--- config.mk ---
export PLATFORM = sky130hd
export DESIGN_NAME = ffha_ram
export DESIGN_NICKNAME = d
export VERILOG_FILES = /design/src/hdl/ffha_ram.sv
export SDC_FILE = /design/constraint.sdc
export NUM_CORES = 2
export LEC_CHECK = 0
export BUFFER_PORTS_ARGS = -buffer_cell sky130_fd_sc_hd__buf_2
export CAP_MARGIN = 10
export CORE_ASPECT_RATIO = 0.5
export CORE_MARGIN = 4
export CORE_UTILIZATION = 60
export CTS_BUF_LIST = sky130_fd_sc_hd__clkbuf_8
export DETAILED_ROUTE_END_ITERATION = 8
export PLACE_DENSITY = 0.78
export SETUP_SLACK_MARGIN = 0.15
export SLEW_MARGIN = 40
export SYNTH_ARGS = -nofsm -noshare
export SYNTH_HDL_FRONTEND = slang
export SYNTH_SLANG_ARGS = --single-unit
--- constraint.sdc ---
create_clock -name clk -period 5.3 [get_ports clk]
set_clock_uncertainty 0.15 [all_clocks]
set_input_delay 1.59 -clock clk [delete_from_list [all_inputs] [get_ports clk]]
set_output_delay 1.59 -clock clk [all_outputs]
set_load 0.01 [all_outputs]
--- src/hdl/ffha_ram.sv ---
// ffha_ram: generic single-port-write, one-read ram with registered read
// no dependencies
`timescale 1ns / 1ps
module ffha_ram #(
  parameter int WIDTH = 32,
  parameter int DEPTH = 64
) (
  input  logic                     clk,
  input  logic                     we,
  input  logic [$clog2(DEPTH)-1:0] waddr,
  input  logic [WIDTH-1:0]         wdata,
  input  logic [$clog2(DEPTH)-1:0] raddr,
  output logic [WIDTH-1:0]         rdata
);
  logic [WIDTH-1:0] mem [DEPTH];
  always_ff @(posedge clk) begin
    if (we) begin
      mem[waddr] <= wdata;
    end
    rdata <= mem[raddr];
  end
endmodule

==> flow_metrics.tcl <==
set metrics [dict create \
    status "finished clean" \
    synth-warning-count 0 \
    tritoncts "built" \
    die_footprint_um2 137000 \
    fp-row-count 93 \
    timing.critical_path.cells "buf_8, buf_12, buf_12, mux4_2, mux4_2, o22ai_1, nor2_1" \
    crit_path_top_delay_cell "sky130_fd_sc_hd__mux4_2" \
    pin_count 78 \
    critical-path-max-stage-delay_ns 0.59 \
    synth.yosys.seq_area_share 0.791 \
    area_growth_syn_to_layout_pct 11.6 \
    pwr-share-seq 0.586 \
    mappedNetlistNets 3370 \
    fin_worst_hold_slack_ns 0.624 \
    cts_root_buffer "sky130_fd_sc_hd__clkbuf_8" \
    most_common_cell_after_layout_fill_and_taps_aside "sky130_fd_sc_hd__edfxtp_1" \
    grt_max_degree 85 \
    antenna_found_initial 18 \
    post-place-ws_ns 0.512 \
    design.core.area_um2 129000 \
    clkSinkCount 2080 \
    die_width_um 520 \
    detail_route.first_pass.iterations 5 \
    synth.area.mux_share 0.168 \
    netlist-cell-type-count 34 \
    worst_setup_path_start_kind "primary input" \
    clock_path_buffers 4 \
    fin_util 0.678 \
    syn-instance-count 3324 \
    grt_pass1_wl_um 282000 \
    power-per-cell-area_nw_per_um2 356 \
    leading_cell_types_in_the_layout_fill_and_taps_excluded "sky130_fd_sc_hd__edfxtp_1 (2048), sky130_fd_sc_hd__mux4_2 (544), sky130_fd_sc_hd__clkbuf_8 (311)" \
    post_synth_fa_ha_maj_area_fraction 0 \
    final.setup.tns_ns 0 \
    setup-violations-final 0 \
    gp_congestion 0.831 \
    maxCapViolations 0 \
    worst_ep_required_time_ns 5.98 \
    cts-buffers-inserted 293 \
    min_period_over_period 0.717 \
    slew_violations 0 \
    max-vdd-ir-drop_mv 0.178 \
    post-dp-hpwl_um 113000 \
    worstSetupPathType "in2reg" \
    crit_path_max_fanout 43 \
    vias_per_cell 6.85 \
    largest_family_of_logic_cells_by_synthesized_area "multiplexers" \
    simple_logic_cell_fraction_of_the_synthesized_area 0.0127 \
    fmaxAchievable_mhz 263 \
    finalCriticalPeriod_ns 3.80 \
    nets 3743 \
    final.setup.worst_slack_ns 1.50 \
    grt_pass1_vias 39222 \
    slew-limit-headroom 0.392 \
    clock_transition_at_path_regs_ns 0.06 \
    slew_worst_pin_ns 0.912 \
    remaining_drc_errors 0 \
    post-cts-setup-buffer-count 0 \
    postRouteAntennaNets 0 \
    hold_buffer_count_at_cts 0 \
    globalRouteTotalUtil 0.292 \
    swShare 0.220 \
    drt-wirelength-per-cell_um 35.0 \
    min_path_type "reg2reg" \
    worst_setup_path_end_kind "flip-flop" \
    grt.overflow.total 0 \
    vias 38744 \
    power_frac_clock 0.358 \
    die_height_um 264 \
    clk-insertion-delay-late_ns 0.99 \
    critical_path_at_ns 4.48 \
    internal_power_mw 24.3 \
    number_of_drc_violations_after_detailed_routing_iteration_0 6667 \
    cts_resized 0 \
    hold_violations 0 \
    total_leakage_power_nw 27.7 \
    initial_core_util 0.607 \
    total_wire_length_after_detailed_routing_um 198000 \
    rsz0062_at_grt "no" \
    drive_above_1_share 0.312 \
    compound_gate_fraction_of_synth_area 0.0167 \
    post_synth_xor_xnor_area 0 \
    port_buffers 77 \
    post_synth_instance_area_um2 78500 \
    postSynthRegisterBits 2080 \
    htree_num_levels 5 \
    combinationalPowerShare 0.056 \
    avgSynthCellArea_um2 23.6 \
    net-switching-power_mw 6.85 \
]
-- layer usage --
metal  up-vias  GRT usage  share of wire
li1      15013          -              -
met1     20188      0.421           0.35
met2      3112      0.422           0.45
met3       425      0.103           0.16
met4         6      0.107          0.036
met5         -          0        0.00021
-- registers in the layout (all words and copies together), names as in the netlist --
name,cells
mem,2048
rdata,32
-- cell usage after synthesis --
cell	count	area, µm²
sky130_fd_sc_hd__a21oi_1	62	310
sky130_fd_sc_hd__a22oi_1	12	90.1
sky130_fd_sc_hd__a311oi_1	8	70.1
sky130_fd_sc_hd__a31oi_1	1	6.26
sky130_fd_sc_hd__a41o_1	4	40.0
sky130_fd_sc_hd__and2_1	2	12.5
sky130_fd_sc_hd__and3_1	4	25.0
sky130_fd_sc_hd__buf_1	21	78.8
sky130_fd_sc_hd__buf_2	57	285
sky130_fd_sc_hd__buf_4	25	188
sky130_fd_sc_hd__buf_6	5	56.3
sky130_fd_sc_hd__clkbuf_1	74	278
sky130_fd_sc_hd__dfxtp_1	32	641
sky130_fd_sc_hd__edfxtp_1	2048	61500
sky130_fd_sc_hd__mux2i_1	93	931
sky130_fd_sc_hd__mux4_2	544	12300
sky130_fd_sc_hd__nand2_1	26	97.6
sky130_fd_sc_hd__nand2b_1	8	50.1
sky130_fd_sc_hd__nand3_1	5	25.0
sky130_fd_sc_hd__nand3b_1	5	37.5
sky130_fd_sc_hd__nand4_1	2	12.5
sky130_fd_sc_hd__nand4b_1	1	8.76
sky130_fd_sc_hd__nor2_1	137	514
sky130_fd_sc_hd__nor2b_1	15	93.8
sky130_fd_sc_hd__nor3_1	7	35.0
sky130_fd_sc_hd__o221ai_1	27	236
sky130_fd_sc_hd__o22ai_1	84	526
sky130_fd_sc_hd__o32ai_1	4	35.0
sky130_fd_sc_hd__or2_0	1	6.26
sky130_fd_sc_hd__or2_1	1	6.26
sky130_fd_sc_hd__or2_2	1	6.26
sky130_fd_sc_hd__or3_1	3	18.8
sky130_fd_sc_hd__or3b_1	2	17.5
sky130_fd_sc_hd__or3b_2	3	26.3
-- area by class of cell --
type	count	area (µm²)
antenna	8	20.0
clock buffer	311	4280
clock inverter	175	739
fill	7338	41600
multi-input combinational	1062	16000
sequential	2080	62100
tap	1757	2200
timing repair buffer	260	2230
-- final timing paths --
path / endpoint / slack, ns / startpoint / cells after the start
worst min register to register: rdata[8] / 0.62 / mem[12][8] / 4
worst max register to register: rdata[19] / 2.92 / mem[19][19] / 4
worst max-delay path: rdata[19] / 1.50 / raddr[0] / 7
worst min-delay path: rdata[8] / 0.62 / mem[12][8] / 4
-- kinds of logic after synthesis --
group	Yosys count
mux	637
simple gates	223
compound gates	202
buf+inv	182
flops	2080
-- critical path: cells and delay by family --
family | cells | cell delay (ns)
compound gates | 1 | 0.48
buf+inv | 3 | 1.09
mux | 2 | 1.15
simple gates | 1 | 0.11
-- metrics by stage --
step / cells / power [mW] / cell area (µm²)
floorplan: 3324 / 19.5 / 78500
global placement: 5154 / 20.3 / 82400
detailed placement: 5156 / 20.3 / 82500
CTS: 5642 / 31.2 / 87500
global route: 5650 / 32.2 / 87600
finish: 5653 / 31.2 / 87600
-- power by group through the flow --
stage	clock network (mW)	registers, mW	logic (mW)
after CTS	11.3	18.3	1.72
after global placement	0	18.6	1.67
final	11.1	18.3	1.75
after global routing	12.1	18.3	1.82
after detailed placement	0	18.6	1.72
after floorplan	0	18.6	0.886
Power figures use the tool's default switching activity.
